### src/design/bfs_pkg.sv
package bfs_pkg;

  localparam int MAX_BOIDS_DEF = 64;

  localparam int POS_W  = 32;
  localparam int DIR_W  = 16;
  localparam int SPD_W  = 16;
  localparam int RAD_W  = 23;
  localparam int RAD2_W = 2 * RAD_W;
  localparam int CNTR_W = 7;
  localparam int CFGD_W = 23;
  localparam int CFGI_W = 3;

  // register reset values
  localparam logic [CNTR_W-1:0] RST_BOID_COUNT = 7'd64;
  localparam logic [RAD2_W-1:0] RST_ALIGN_R2   = 46'd966367641600;   // 15.0 squared
  localparam logic [RAD2_W-1:0] RST_COHES_R2   = 46'd3865470566400;  // 30.0 squared
  localparam logic [RAD2_W-1:0] RST_SEPAR_R2   = 46'd966367641600;   // 15.0 squared
  localparam logic [SPD_W-1:0]  RST_START_SPD  = 16'd12288;
  localparam logic [SPD_W-1:0]  RST_MAX_SPD    = 16'd4096;
  localparam logic [RAD_W-1:0]  RST_WRAP_RANGE = 23'd1966080;

  typedef enum logic {
    CMD_LOAD = 1'b0,
    CMD_STEP = 1'b1
  } cmd_t;

  typedef enum logic [CFGI_W-1:0] {
    REG_BOID_COUNT        = 3'd0,
    REG_ALIGN_RADIUS      = 3'd1,
    REG_COHESION_RADIUS   = 3'd2,
    REG_SEPARATION_RADIUS = 3'd3,
    REG_START_SPEED       = 3'd4,
    REG_MAX_SPEED         = 3'd5,
    REG_WRAP_RANGE        = 3'd6
  } reg_idx_t;

  typedef enum logic [3:0] {
    ST_IDLE,
    ST_SCAN,
    ST_MDIV,
    ST_SUM,
    ST_NORM,
    ST_SQR,
    ST_ROOT,
    ST_NDIV,
    ST_MUL1,
    ST_MUL2,
    ST_MOVE
  } state_t;

  typedef struct packed {
    logic signed [POS_W-1:0] pos_x;
    logic signed [POS_W-1:0] pos_z;
    logic signed [DIR_W-1:0] dir_x;
    logic signed [DIR_W-1:0] dir_z;
    logic                    slowed;
  } boid_t;

  // add a rounded move delta, saturate to 32 bits, then wrap at +-rng
  function automatic logic signed [POS_W-1:0] move_wrap(
    input logic signed [POS_W-1:0] p,
    input logic                    neg,
    input logic [21:0]             d,
    input logic [RAD_W-1:0]        rng
  );
    logic signed [33:0] s;
    logic signed [33:0] r;
    logic signed [33:0] w;
    s = neg ? (34'(p) - $signed({12'd0, d})) : (34'(p) + $signed({12'd0, d}));
    r = $signed({11'd0, rng});
    if (s > 34'sd2147483647) begin
      s = 34'sd2147483647;
    end
    if (s < -34'sd2147483648) begin
      s = -34'sd2147483648;
    end
    w = (s > r) ? -r : s;
    if (w < -r) begin
      w = r;
    end
    return w[POS_W-1:0];
  endfunction

endpackage

### src/design/bfs_cell.sv
module bfs_cell import bfs_pkg::*; (
  input  logic  clk,
  input  logic  rst,
  input  logic  shift,
  input  logic  wr,
  input  boid_t wr_data,
  input  boid_t shift_in,
  output boid_t q
);

  logic signed [POS_W-1:0] pos_x;
  logic signed [POS_W-1:0] pos_z;
  logic signed [DIR_W-1:0] dir_x;
  logic signed [DIR_W-1:0] dir_z;
  logic                    slowed;

  always_ff @(posedge clk) begin
    if (wr) begin
      pos_x <= wr_data.pos_x;
      pos_z <= wr_data.pos_z;
      dir_x <= wr_data.dir_x;
      dir_z <= wr_data.dir_z;
    end else if (shift) begin
      pos_x <= shift_in.pos_x;
      pos_z <= shift_in.pos_z;
      dir_x <= shift_in.dir_x;
      dir_z <= shift_in.dir_z;
    end
  end

  always_ff @(posedge clk) begin
    if (rst) begin
      slowed <= 1'b0;
    end else if (wr) begin
      slowed <= wr_data.slowed;
    end else if (shift) begin
      slowed <= shift_in.slowed;
    end
  end

  assign q = '{pos_x: pos_x, pos_z: pos_z, dir_x: dir_x, dir_z: dir_z, slowed: slowed};

endmodule

### config.mk
export PLATFORM = sky130hd
export DESIGN_NAME = bfs_cell
export DESIGN_NICKNAME = d
export VERILOG_FILES = /design/src/design/bfs_pkg.sv /design/src/design/bfs_cell.sv
export SDC_FILE = /design/constraint.sdc
export NUM_CORES = 1
export LEC_CHECK = 0
export CAP_MARGIN = 20
export CORE_ASPECT_RATIO = 1.25
export CORE_MARGIN = 2
export CORE_UTILIZATION = 29
export CTS_CLUSTER_DIAMETER = 150
export DETAILED_ROUTE_END_ITERATION = 12
export DONT_BUFFER_PORTS = 1
export HOLD_SLACK_MARGIN = 0.1
export SLEW_MARGIN = 20
export SYNTH_ARGS = -nofsm -noshare
export SYNTH_HDL_FRONTEND = slang
export SYNTH_SLANG_ARGS = --single-unit
### constraint.sdc
create_clock -name clk -period 9.6 [get_ports clk]
set_input_delay 0.48 -clock clk [delete_from_list [all_inputs] [get_ports clk]]
set_output_delay 0.48 -clock clk [all_outputs]
set_load 0.02 [all_outputs]
Yosys cells after proc, flatten, opt, wreduce, memory -nomap -nowiden
Index checks and enable logic that the tools add are counted.
W data, S select, Z words.
{"block": "totals", "elab_cells": 16, "register_bits": 97}
{"block": "op_classes", "n_reduce_logical": 1, "muxes": 10}
{"operator": "$mux W32", "count": 4}
{"operator": "$mux W16", "count": 4}
{"operator": "$mux W1", "count": 2}
{"operator": "$reduce_bool A2 Y1", "count": 1}

Depth between registers and ports, before layout
{"block": "depth", "word_depth": 2, "depth_mapped": 5, "ltp_nobuf": 2}

Worst setup path before layout
OpenSTA, ideal clock, no wires.
{"block": "synth_timing", "path_kind": "input to register", "startpoint": "in wr", "endpoint": "reg dir_x[0] (enable)", "setup_ns": 0.461, "n_path_buf": 3, "path_stages": 4, "path_slack_ns": 6.139, "t_required_ns": 9.139, "arrival_time_ns": 3.000, "cell_sequence": "buf_6 buf_6 buf_6 or2_1"}
{"block": "synth_between", "elab_chain_cells": 1}
{"item": "from (decl)", "line": "bfs_cell.sv:5", "source": "input logic wr,"}
{"item": "$reduce_bool A2 Y1 (no line)"}
{"item": "to (signal assigned)", "line": "bfs_cell.sv:21", "source": "dir_x <= wr_data.dir_x;"}
{"item": "to (signal assigned)", "line": "bfs_cell.sv:26", "source": "dir_x <= shift_in.dir_x;"}
{"item": "to (decl)", "line": "bfs_cell.sv:13", "source": "logic signed [DIR_W-1:0] dir_x;"}
No other way between the ends.
A chain may end at the register's enable or synchronous reset.

Worst setup path in the final report
{"block": "layout_timing", "startpoint": "in wr", "endpoint": "reg pos_x[23] (enable)"}
{"block": "layout_between", "elab_chain_cells": 1}
{"item": "$reduce_bool A2 Y1 (no line)"}
{"item": "to (signal assigned)", "line": "bfs_cell.sv:19", "source": "pos_x <= wr_data.pos_x;"}
{"item": "to (signal assigned)", "line": "bfs_cell.sv:24", "source": "pos_x <= shift_in.pos_x;"}
{"item": "to (decl)", "line": "bfs_cell.sv:11", "source": "logic signed [POS_W-1:0] pos_x;"}
No other way between the ends.

==> impl_results.rst <==
.. list-table::
   :header-rows: 1

   * - Metric
     - Value
   * - Outcome
     - finished clean
   * - Number of buffer cells added on primary ports
     - 0
   * - Worst slew slack as a fraction of its limit
     - 0.406
   * - Antenna violations before repair
     - 1
   * - Antenna Violating Nets Remaining
     - 0
   * - Starting density of the core
     - 0.298
   * - Area growth syn-to-layout
     - 10.7%
   * - Sink count of the clock tree
     - between 90 and 100
   * - Die span in x
     - 111 um
   * - Maxcap violations
     - 0
   * - Flop and latch count out of synthesis
     - 97
   * - Pin count of the biggest net entering global routing
     - 100
   * - Detailed placer's ending HPWL
     - about 6000 um
   * - Top-level I/O count
     - 295
   * - Average routed wire per standard cell
     - about 22 um
   * - DRC errors left
     - 0
   * - Reported leakage power
     - 1.55 nW
   * - Clock transition time at the flip-flop clock pins of the worst setup and hold paths
     - 0.06 ns
   * - Via/cell ratio
     - approximately 4.8
   * - Final cycle utilization of the critical path
     - 0.143
   * - Yosys warnings
     - 0
   * - Post-synthesis net count
     - 408
   * - Global router's overall resource usage
     - 0.103
   * - Cell area after synthesis
     - between 4000 and 5000 um^2
   * - Number of gates on the worst path with buffers counted
     - 2
   * - Sequential share of the synthesized area
     - 0.702
   * - Aggregate routed wire length
     - between 8000 and 9000 um
   * - Wire length of the first global-routing pass
     - about 11,000 um
   * - Hold_ws
     - 0.204 ns
   * - Crit Reg-Reg Startpoint
     - slowed$_SDFFE_PP0P_
   * - Nets@finish
     - about 410
   * - Inserted Clock Buffers
     - 9
   * - Row count
     - 48
   * - Reg-to-reg slack, setup
     - roughly 8.7 ns
   * - Buf/Inv on CP
     - 1
   * - Post-Route Skew
     - 0 ns
   * - Arrival time at the worst endpoint
     - ~1.3 ns
   * - Overall overflow remaining after global route
     - 0
   * - Routed via count
     - roughly 1,900
   * - Number of cells on the worst reg-to-reg path
     - 2
   * - Worst-case clock buffer depth
     - 2
   * - Post-CTS Hold Buffers
     - 0
   * - Cell family contributing the most delay on the critical path
     - buffers and inverters
   * - Clock Tree Root
     - clkbuf_16
   * - Timing-limited maximum frequency
     - around 0.73 GHz
   * - Power density cells
     - between 200 and 250 nW/um^2
   * - Final hold violations
     - 0
   * - Setup Total Neg Slack
     - 0 ns
   * - Slowest cell delay on critical path
     - 0.61 ns
   * - Fraction of final layout cells sized beyond drive strength 1
     - 0.521
   * - Setup repair after global routing missed its margin
     - false
   * - Setup fix buffers added after clock tree synthesis
     - 0
   * - Critical Path, Cell by Cell
     - or2_4 > buf_6
   * - Setup violators final
     - 0
   * - Peak VDD IR
     - ~0.000097 V
   * - DIE HEIGHT
     - about 140 um
   * - WP data required
     - between 9 and 10 ns
   * - Via count of the first global-routing pass
     - 1,978
   * - Worst-path maximum fanout
     - around 100
   * - Final Critical Period
     - about 1.4 ns
   * - Core area
     - roughly 14,000 um^2
   * - CP max stage cell
     - buf_6
   * - Destination of the worst register-to-register timing path
     - slowed$_SDFFE_PP0P_
   * - TritonCTS clock tree
     - yes
   * - Clk_lat worst skew
     - between 0.3 and 0.4 ns
   * - Slew at the pin closest to its max-slew limit
     - around 0.89 ns
   * - Tightest Hold Check Type
     - input port to flip-flop
   * - Violation count after the first detailed-routing iteration
     - 45
   * - Endpoint of the most critical setup path
     - pos_x[23]$_DFFE_PP_
   * - Count of mapped cells out of synthesis
     - between 200 and 250
   * - CP Class
     - input port to flip-flop
   * - Final Max Slew Viols
     - 0
   * - Post-synthesis average cell area
     - between 15 and 20 um^2
   * - Full die area
     - around 15,000 um^2
   * - Number of optimization iterations in the first detailed-route pass
     - 4
   * - Endpoint type of the worst setup path
     - flip-flop
   * - Total number of H-tree levels
     - 3
   * - Crit. Startpoint
     - wr
   * - Startpoint Class
     - input port
   * - Routability congestion estimate from global placement
     - 0.743
   * - Distinct cells, synth
     - 12
   * - Pre-CTS setup slack
     - about 7.6 ns
   * - Number of instances resized during post-cts repair
     - 0
   * - Final critical-path setup slack
     - between 8 and 9 ns
cells by family (layout without fill, tap and decap cells):
| logic type | Yosys count | in the layout | synth area share |
|---|---|---|---|
| muxes | 97 | 97 | 0.271 |
| DFF | 97 | 97 | 0.702 |
| buffers and inverters | 13 | 18 | 0.0206 |
| and+or+nand+nor | 2 | 2 | 0.00303 |
| AOI/OAI and AO/OA | 1 | 1 | 0.00303 |
| other | 0 | 1 | 0 |
layer usage:
layer,GRT usage,part of all wire,up-vias
li1,-,-,820
met1,0.102,0.33,886
met2,0.185,0.56,159
met3,0.0532,0.099,8
met4,0.0417,0.015,0
met5,0,0,-
cells in the final DEF, fill, tap and decap left out:
cell         n
clkbuf_16    9
bufinv_16    1
clkinvlp_4   2
nor2b_1      1
mux2_2      88
edfxtp_1    96
buf_6        1
clkbuf_1     3
mux2_4       8
inv_1        1
clkinv_4     1
dfxtp_1      1
mux2i_1      1
diode_2      1
or2_4        1
a211oi_2     1
layout make-up:
type | instances | area, um^2
antenna | 1 | 2.50
inverter | 1 | 3.75
multi-input combinational | 100 | 1150
sequential | 97 | 2900
clock buffer | 12 | 236
fill | 1344 | 9300
tap | 175 | 219
clock inverter | 4 | 53.8
timing repair buffer | 1 | 11.3
flip-flops by register name, indices dropped and copies added (netlist names):
| name | count |
|---|---|
| dir_z | 16 |
| dir_x | 16 |
| pos_z | 32 |
| pos_x | 32 |
| slowed | 1 |
worst min path at each step:
| stage | start | to | slack (ns) | depth (start not counted) |
|---|---|---|---|---|
| floorplan | rst | slowed$_SDFFE_PP0P_ | 0.54 | 1 |
| global placement | rst | slowed$_SDFFE_PP0P_ | 0.55 | 1 |
| detailed placement | rst | slowed$_SDFFE_PP0P_ | 0.55 | 1 |
| CTS | rst | slowed$_SDFFE_PP0P_ | 0.18 | 1 |
| global route | rst | slowed$_SDFFE_PP0P_ | 0.18 | 1 |
| finish | rst | slowed$_SDFFE_PP0P_ | 0.20 | 1 |
synthesized netlist by cell type:
master / n / share of area
a211oi_2: 1 / 0.0030
buf_2: 8 / 0.0097
mux2_2: 88 / 0.24
mux2i_1: 1 / 0.0024
buf_4: 1 / 0.0018
buf_6: 3 / 0.0082
or2_1: 1 / 0.0015
inv_1: 1 / 0.00091
edfxtp_1: 96 / 0.70
mux2_4: 8 / 0.029
nor2b_1: 1 / 0.0015
dfxtp_1: 1 / 0.0048
where the power goes:
group	switching, mW	internal (mW)	total (mW)
clock network	0.149	0.203	0.352
registers	0.0788	0.524	0.603
logic	0.0170	0.0315	0.0485
per-stage QoR:
step	power, mW	instances	util	cell area, um^2
5_1_grt	1.05	390	0.330	4580
3_5_place_dp	0.663	374	0.309	4280
6_report	1.00	391	0.330	4580
3_3_place_gp	0.663	374	0.309	4280
4_1_cts	1.02	390	0.330	4570
2_1_floorplan	0.654	210	-	4130
Note: power is estimated with default switching activity, not from simulation.
