**src/design/bfs_div.sv**
```systemverilog
module bfs_div #(
  parameter int NW = 46,
  parameter int DW = 32
) (
  input  logic          clk,
  input  logic          rst,
  input  logic          start,
  input  logic [NW-1:0] num,
  input  logic [DW-1:0] den,
  output logic          done,
  output logic [NW-1:0] quo
);

  localparam int CNW = $clog2(NW + 1);

  logic [DW-1:0]  rem;
  logic [NW-1:0]  q;
  logic [DW-1:0]  dreg;
  logic [CNW-1:0] cnt;
  logic           run;
  logic [DW:0]    trial;
  logic           fits;

  // restoring division, one quotient bit a cycle
  assign trial = {rem, q[NW-1]};
  assign fits  = trial >= {1'b0, dreg};

  always_ff @(posedge clk) begin
    if (rst) begin
      run  <= 1'b0;
      done <= 1'b0;
      cnt  <= '0;
    end else begin
      done <= 1'b0;
      if (start) begin
        run <= 1'b1;
        cnt <= CNW'(NW);
      end else if (run) begin
        cnt <= cnt - CNW'(1);
        if (cnt == CNW'(1)) begin
          run  <= 1'b0;
          done <= 1'b1;
        end
      end
    end
  end

  always_ff @(posedge clk) begin
    if (start) begin
      rem  <= '0;
      q    <= num;
      dreg <= den;
    end else if (run) begin
      rem <= fits ? (trial[DW-1:0] - dreg) : trial[DW-1:0];
      q   <= {q[NW-2:0], fits};
    end
  end

  assign quo = q;

endmodule

```
**config.mk**
```make
export PLATFORM = sky130hd
export DESIGN_NAME = bfs_div
export DESIGN_NICKNAME = d
export VERILOG_FILES = /design/src/design/bfs_div.sv
export SDC_FILE = /design/constraint.sdc
export NUM_CORES = 1
export LEC_CHECK = 0
export BUFFER_PORTS_ARGS = -buffer_cell sky130_fd_sc_hd__buf_2
export CELL_PAD_IN_SITES_DETAIL_PLACEMENT = 1
export CELL_PAD_IN_SITES_GLOBAL_PLACEMENT = 2
export CORE_MARGIN = 2
export CORE_UTILIZATION = 35
export CTS_BUF_LIST = sky130_fd_sc_hd__clkbuf_16
export DETAILED_ROUTE_END_ITERATION = 12
export GPL_ROUTABILITY_DRIVEN = 0
export PLACE_DENSITY = 0.76
export RECOVER_POWER = 50
export SETUP_SLACK_MARGIN = 0.1
export SYNTH_ARGS = -nofsm -noshare
export SYNTH_HDL_FRONTEND = slang
export SYNTH_SLANG_ARGS = --single-unit
export TNS_END_PERCENT = 30
```
**constraint.sdc**
```tcl
create_clock -name clk -period 3.8 [get_ports clk]
set_clock_uncertainty 0.2 [all_clocks]
set_input_delay 0.19 -clock clk [delete_from_list [all_inputs] [get_ports clk]]
set_output_delay 0.19 -clock clk [all_outputs]
set_load 0.1 [all_outputs]
```
== Word level (Yosys, flattened, before mapping) ==
Cells that the tools add are included.
Cells by class
  $add $sub $neg: 2
  $lt $le $gt $ge: 1
  equal/unequal tests: 1
  multiplexer cells: 9
  bitwise gates (word level): 1
  reductions and logical operators: 3
Operators with widths (count)
  $mux W46: 2
  $ge A33 B32 Y1: 1
  $mux W32: 1
  $sub A32 B32 Y32: 1
  $mux W6: 2
  $eq A6 B1 Y1 const B: 1
  $sub A6 B1 Y6 const B: 1
  $mux W1: 4
  $reduce_or A3 Y1: 1
  $reduce_bool A2 Y1: 1
  $reduce_or A2 Y1: 1
  $not A1 Y1: 1
Word-level totals
  register bits: 118
  output and inout port bits: 47
  logic and storage cells: 24

== Depth between registers and ports, before layout ==
Gate-level depths: netlist (run 1).
  word-level depth: 4
  depth in mapped cells: 13
  gate-level depth less buffers: 12

== Worst setup path after synthesis (run 1) ==
Ideal clock, no wire load.
  kind: flip-flop to flip-flop
  start: reg q[45], in the netlist quo[45]
  end: reg rem[30]
  library setup time: 0.087 ns
  arrival time: 3.135 ns
  setup slack: 0.378 ns
  cell stages (with the launch flop): 13
  path buffers: 0
  clock period less this slack: 3.422 ns
  path through: edfxtp_1 > inv_1 > ha_1 > fa_1 > nor2b_1 > o21bai_1 > a21oi_1 > o21ai_0 > o211a_1 > o31ai_1 > a21oi_1 > xor2_1 > o31ai_1
On the way
  word-level cells in the longest chain between the ends: 2
  elaborated cells between the ends (all ways): 3
Ends and longest elaborated chain
  start: declaration: line 17  | logic [NW-1:0] q;
  start signal: assignment: line 51  | q <= num;
  start signal: assignment: line 55  | q <= {q[NW-2:0], fits};
  $sub A32 B32 Y32 or $ge A33 B32 Y1 (tied branches): line 54, 26
  $mux W32 (*): line 54  | rem <= fits ? (trial[DW-1:0] - dreg) : trial[DW-1:0];
  end signal: assignment: line 54
  end: declaration: line 16  | logic [DW-1:0] rem;
Mark *: on every way between the ends. The rest lies on a longest branch, timed or not.
A chain may end at the register's enable or synchronous reset.

== Worst setup path in the final report (run 1) ==
  start: reg dreg[19]
  end: reg rem[19]
On the way
  word-level cells in the longest chain between the ends: 2
  elaborated cells between the ends (all ways): 3
Ends and longest elaborated chain
  start: declaration: line 18  | logic [DW-1:0] dreg;
  start signal: assignment: line 52  | dreg <= den;
  $sub A32 B32 Y32 or $ge A33 B32 Y1 (tied branches): line 54, 26
  $mux W32 (*): line 54
Marks and branches as above.

==> results of run 1 <==
[routing by layer]
metal / part of all wire, % / up-vias / wire length, µm / GRT usage [%]
met5: 0 / - / 0 / 0
met4: 1.2 / 0 / 236 / 5.316
met3: 5.9 / 18 / 1137 / 7.099
met2: 50 / 137 / 9745 / 35.87
met1: 43 / 2672 / 8269 / 23.07
li1: - / 2720 / - / -
[critical path: stages, from the launching register on]
cell and delay, ps:
edfxtp_1 330, inv_1 50, ha_1 430, nand4_2 180, or4_1 590, or4_1 500, o211ai_2 90, a211oi_2 120
o21a_4 240, a311o_1 360, a311oi_1 290
[power breakdown]
part           internal (µW)  switching (µW)  leakage (µW)
registers               1510            83.5       0.00111
logic                    407             894       0.00217
clock network            982             663      0.000285
total                   2900            1640       0.00356
[state kept, by name, indices dropped and copies added (netlist names)]
signal	flops
done	1
dreg	32
run	1
cnt	6
quo	46
rem	32
[through the flow]
stage	area, µm²	setup slack (ps)	util, %	hold WS (ps)	cells
after floorplan	6571	378.4	-	88.87	636
after global placement	7411	433.9	39.89	167.4	971
after detailed placement	7411	358.5	39.89	168.3	971
after CTS	8796	305.6	47.34	106.5	1082
after global routing	8731	73.34	46.99	128.9	1082
final	8731	285.2	46.99	114.8	1082
[how the worst max path moves through the flow]
stage	to	slack (ps)	from	cells after the start
after floorplan	rem[30]	380	quo[45]	12
after global placement	rem[19]	430	dreg[19]	10
after detailed placement	rem[19]	360	dreg[12]	10
after CTS	rem[19]	310	dreg[12]	10
after global routing	rem[19]	70	dreg[1]	11
final	rem[19]	290	dreg[19]	10
[Yosys cell counts (all sizes together), types with 6 or more instances]
cell type and n:
o21bai 6, xor2 13, nor2b 7, nor2 46
inv 39, a311oi 24, edfxtp 78, a21o 13
buf 11, dfxtp 40, ha 34, clkbuf 23
xnor2 18, nor3 8, nand4 9, nand2 80
mux2 47, a21oi 39, o21ai 26
[final cells by class]
class,count,area [µm²]
Clock buffer,17,425.4
Clock inverter,15,168.9
Fill cell,2093,9849
Inverter,40,150.1
Multi-Input combinational cell,444,3127
Sequential cell,118,3143
Tap cell,234,292.8
Timing Repair Buffer,214,1424
[kinds of logic (layout without fill, tap and decap cells)]
kind of cell             after synthesis  in the layout
buffers and inverters                 74            286
adder cells (fa/ha/maj)               35             35
AO/OA/AOI/OAI                        147            147
AND/OR/NAND/NOR                      182            182
multiplexers                          49             49
XOR/XNOR                              31             31
flip-flops                           118            118
[what timing repair did]
item	in CTS	in global routing
gates resized for setup	0	1
hold buffers	79	0
endpoints found under the setup margin	0	1
endpoints found under the hold margin	86	0
==> impl_metrics.yaml, run 1 <==
cells_and_area:
  final_cell_mix: "nand2_1, dlygate4sd3_1, edfxtp_1"
  final_common_cell: "nand2_1"
  layout-drive-gt1-share_pct: 20.28
  nets: 951
  area_delta_synth_final_pct: 32.86
  diodes: 0
cts:
  htreeDepth: 4
  clock-root-buffer: "clkbuf_16"
  cts_buffers: 17
  clk_path_buf_depth: 2
  clk_pin_slew_ps: 70
  clk_latency_ps: 420
  cts.sinks: 118
  tritoncts: "yes"
  post_cts_buffers: 0
detailed_routing:
  wire_per_inst_um: 17.92
  vias: 5547
  first_pass_iters: 4
  drc: 0
  viasPerCell: 5.127
  ant_nets: 0
  routed_wl_um: 19390
  drtIter0Drc: 248
critical_path:
  rr_endpoint: "rem[19]"
  crit_path_end_kind: "register"
  reg2reg_slack_ps: 290
  worstPathRequired_ps: 3890
  path_class: "register to register"
  critPathLaunchType: "register"
  timing.rr.start: "dreg[19]"
  crit_fanout: 23
  cp.arrival_ps: 3600
  rr_worst_depth: 10
power_and_ir_drop:
  pwr_density_cell_nw_per_um2: 519.8
  total_power_uw: 4539
  p_leak_uw: 0.003558
  peakVddDrop_uv: 380.5
global_route:
  grt_max_degree: 68
  grt_pass1_vias: 6072
  track_usage_pct: 20.16
  grt-ovfl-total: 0
  grt_pass1_wl_um: 31510
  antenna_found_initial: 0
logic_synthesis:
  yosys.area_share.simple_pct: 12.97
  synthAdderAreaFrac_pct: 6.778
  ys_seq_elements: 118
  yosysTopAreaCellShare_pct: 35.64
  synth_xor_area_share_pct: 4.132
  synth_top_family_by_area: "compound AO/OA/AOI/OAI gates"
  synth_top_area_cell: "edfxtp_1"
  syn_inst: 636
  synth_edf_count: 78
  synth_cell_type_count: 61
  synth_nets: 752
  syn_avg_cell_area_um2: 10.33
  synthFlopType: "edfxtp_1"
  ys_async_sr_fraction_pct: 0
  synth_area_um2: 6571
  synth_compound_area_share_pct: 15.33
  synth_warnings: 0
  ys_top_cells_by_area: "edfxtp_1, dfxtp_1, mux2_2, ha_1, nand2_1"
  synth_mux_area_share_pct: 8.359
  synth_seq_area_share_pct: 47.83
hold_path:
  holdCritPathClass: "input port to register"
  hold_path_end: "rem[10]"
  hp-start: "start"
  holdPathStages: 2
die:
  pin_count: 128
  die_h_um: 141.0
  die_w_um: 141.0
  placementRows: 50
  dieArea_um2: 19890
  initial_core_util_pct: 35.37
  core_um2: 18580
timing:
  rsz0062_at_grt: "false"
  fin_crit_ps: 3515
  hold_violations: 0
  fmax_mhz: 284.5
  finalSetupViolations: 0
  slew_headroom_pct: -15.09
  setup_tns_ps: 0
  tightest_slew_ps: 1726
  finalMaxSlewViolations: 68
  period_share_pct: 92.50
outcome:
  status: "finished with violations"
  violations: "capacitance limit, slew limit"
place:
  portBuffers: 127
  place_hpwl_um: 13240
job:
  drv_cap: 1
No activity file was read; power rests on OpenSTA's default activity.
==> inputs of run 2 (changes only) <==
--- a/config.mk
+++ b/config.mk
@@ -9,11 +9,11 @@
 export CELL_PAD_IN_SITES_DETAIL_PLACEMENT = 1
 export CELL_PAD_IN_SITES_GLOBAL_PLACEMENT = 2
 export CORE_MARGIN = 2
-export CORE_UTILIZATION = 35
+export CORE_UTILIZATION = 32
 export CTS_BUF_LIST = sky130_fd_sc_hd__clkbuf_16
 export DETAILED_ROUTE_END_ITERATION = 12
 export GPL_ROUTABILITY_DRIVEN = 0
-export PLACE_DENSITY = 0.76
+export PLACE_DENSITY = 0.73
 export RECOVER_POWER = 50
 export SETUP_SLACK_MARGIN = 0.1
 export SYNTH_ARGS = -nofsm -noshare
==> constraint.sdc (replaced) <==
create_clock -name clk -period 3.1 [get_ports clk]
set_clock_uncertainty 0.2 [all_clocks]
set_input_delay 0.155 -clock clk [delete_from_list [all_inputs] [get_ports clk]]
set_output_delay 0.155 -clock clk [all_outputs]
set_load 0.1 [all_outputs]
==> run 2 against run 1 <==
  * The flow now finishes without violations
  * Maximum frequency up 16%
  * Via count up 3.5%
  * Critical path depth unchanged
  * Final area up 10%
  * Core utilization up 0.73 points
  * Critical path type unchanged
==> impl_metrics.yaml, run 2 (synthesis results as in run 1) <==
critical_path:
  path_class: "register to register"
  critPathLaunchType: "register"
  slowest_delay_ps: 560
  cpMostUsedCell: "or4_4"
  cp.arrival_ps: 3160
  crit_fanout: 7
  rr_worst_depth: 10
  rr_endpoint: "rem[19]"
  crit_path_end_kind: "register"
  path_buf_inv: 1
  cp_cell_sequence: "inv_2, ha_4, nand4_4, or4_4, or4_4, o211ai_4, a211oi_4, o21a_4, a311o_1, a311oi_2"
  timing.rr.start: "dreg[18]"
  reg2reg_slack_ps: 80
  cp_slowest_cell: "or4_4"
  crit_family: "simple AND/OR/NAND/NOR gates"
  worstPathRequired_ps: 3240
cts:
  clk_path_buf_depth: 2
  tritoncts: "yes"
  clk_latency_ps: 430
  clk_pin_slew_ps: 60
  cts_buffers: 17
  cts.sinks: 118
  htreeDepth: 4
  clock-root-buffer: "clkbuf_16"
timing:
  tightest_slew_ps: 1201
  finalMaxSlewViolations: 0
  setup_slack_ps: 81.02
  setup_tns_ps: 0
  fmax_mhz: 331.2
  finalSetupViolations: 0
  hold_violations: 0
  fin_crit_ps: 3019
  period_share_pct: 97.39
  slew_headroom_pct: 20.27
  rsz0062_at_grt: "true"
die:
  die_w_um: 147.3
  core_um2: 20170
  dieArea_um2: 21700
  placementRows: 52
  pin_count: 128
  die_h_um: 147.3
  initial_core_util_pct: 32.58
cells_and_area:
  area_delta_synth_final_pct: 46.46
  layout-drive-gt1-share_pct: 34.68
  final_common_cell: "buf_2"
  diodes: 0
  fillCellCount: 2206
  final_cell_mix: "buf_2, dlygate4sd3_1, edfxtp_1"
  fin_util_pct: 47.72
  final_area_um2: 9624
  nets: 994
  largest_reg_flops: 46
power_and_ir_drop:
  p_leak_uw: 0.003887
  peakVddDrop_uv: 375.8
  pwr_density_cell_nw_per_um2: 602.3
place:
  pre_cts_slack_ps: -53.93
  portBuffers: 127
  place_hpwl_um: 13560
  place_area_um2: 7799
detailed_routing:
  ant_nets: 0
  drtIter0Drc: 181
  wl_met3_um: 1125
  highest_layer: "met4"
  vias: 5741
  drc: 0
  routed_wl_um: 20370
  wire_per_inst_um: 17.54
  first_pass_iters: 4
  drt-met1-wl_um: 8792
  dr_wl_met2_um: 10190
  viasPerCell: 4.945
outcome:
  status: "finished clean"
job:
  drv_cap: 0
global_route:
  grt_pass1_vias: 6585
  grt_max_degree: 114
  track_usage_pct: 19.45
  grt-ovfl-total: 0
  antenna_found_initial: 0
  grt_pass1_wl_um: 33380
hold_path:
  hold_path_end: "dreg[27]"
  holdPathStages: 2
  holdCritPathClass: "input port to register"
  hp-start: "start"
## run 2: cell types whose count changed in the layout (fill, tap and decap cells not counted), moves of 4 or more
| cell | delta |
|---|---|
| a21oi_1 | -6 |
| a21oi_2 | +5 |
| buf_2 | +41 |
| buf_4 | +37 |
| clkbuf_1 | -40 |
| ha_1 | -20 |
| ha_4 | +17 |
| inv_1 | -5 |
| inv_2 | +5 |
| o21ai_0 | -6 |
| o21ai_1 | +4 |
## run 2: area by class of cell
class,instances,area (µm²),area share (%)
tap,270,337.8,3.510
timing repair buffer,257,1859,19.32
inverter,40,150.1,1.560
clock buffer,17,425.4,4.420
clock inverter,15,142.6,1.482
multi-input combinational,444,3566,37.05
sequential,118,3143,32.66
## run 2: worst max-delay path by stage
stage	start	endpoint	slack [ps]	cells after the start
after floorplan	quo[45]	rem[30]	-160	12
after global placement	dreg[19]	rem[19]	20	10
after detailed placement	dreg[19]	rem[21]	-50	11
after CTS	dreg[11]	rem[19]	40	10
after global routing	dreg[18]	rem[19]	1	10
final	dreg[18]	rem[19]	80	10
## run 2: power by group
group / switching [µW] / internal, µW
Combinational: 1200 / 709
Clock: 815 / 1120
Sequential: 106 / 1850
## run 2: stage by stage
stage                     hold slack (ps)  power [µW]  instances
after detailed placement            133.7        3643       1041
after CTS                           145.6        5755       1157
after global routing                179.7        6084       1161
after floorplan                     53.87        3176        636
after global placement              131.2        3614       1041
final                               155.5        5797       1161
## run 2: repair_timing
action	CTS	global route
gates resized for setup	22	43
hold endpoints to repair	86	0
setup endpoints to repair	33	33
pin swaps	12	14
gates cloned	0	1
buffers inserted	5	3
hold buffers	79	0
## run 2: layer usage
metal | track usage, % | vias up
met5 | 0 | -
met4 | 5.288 | 0
met3 | 6.118 | 23
met2 | 34.63 | 138
met1 | 22.58 | 2781
li1 | - | 2799
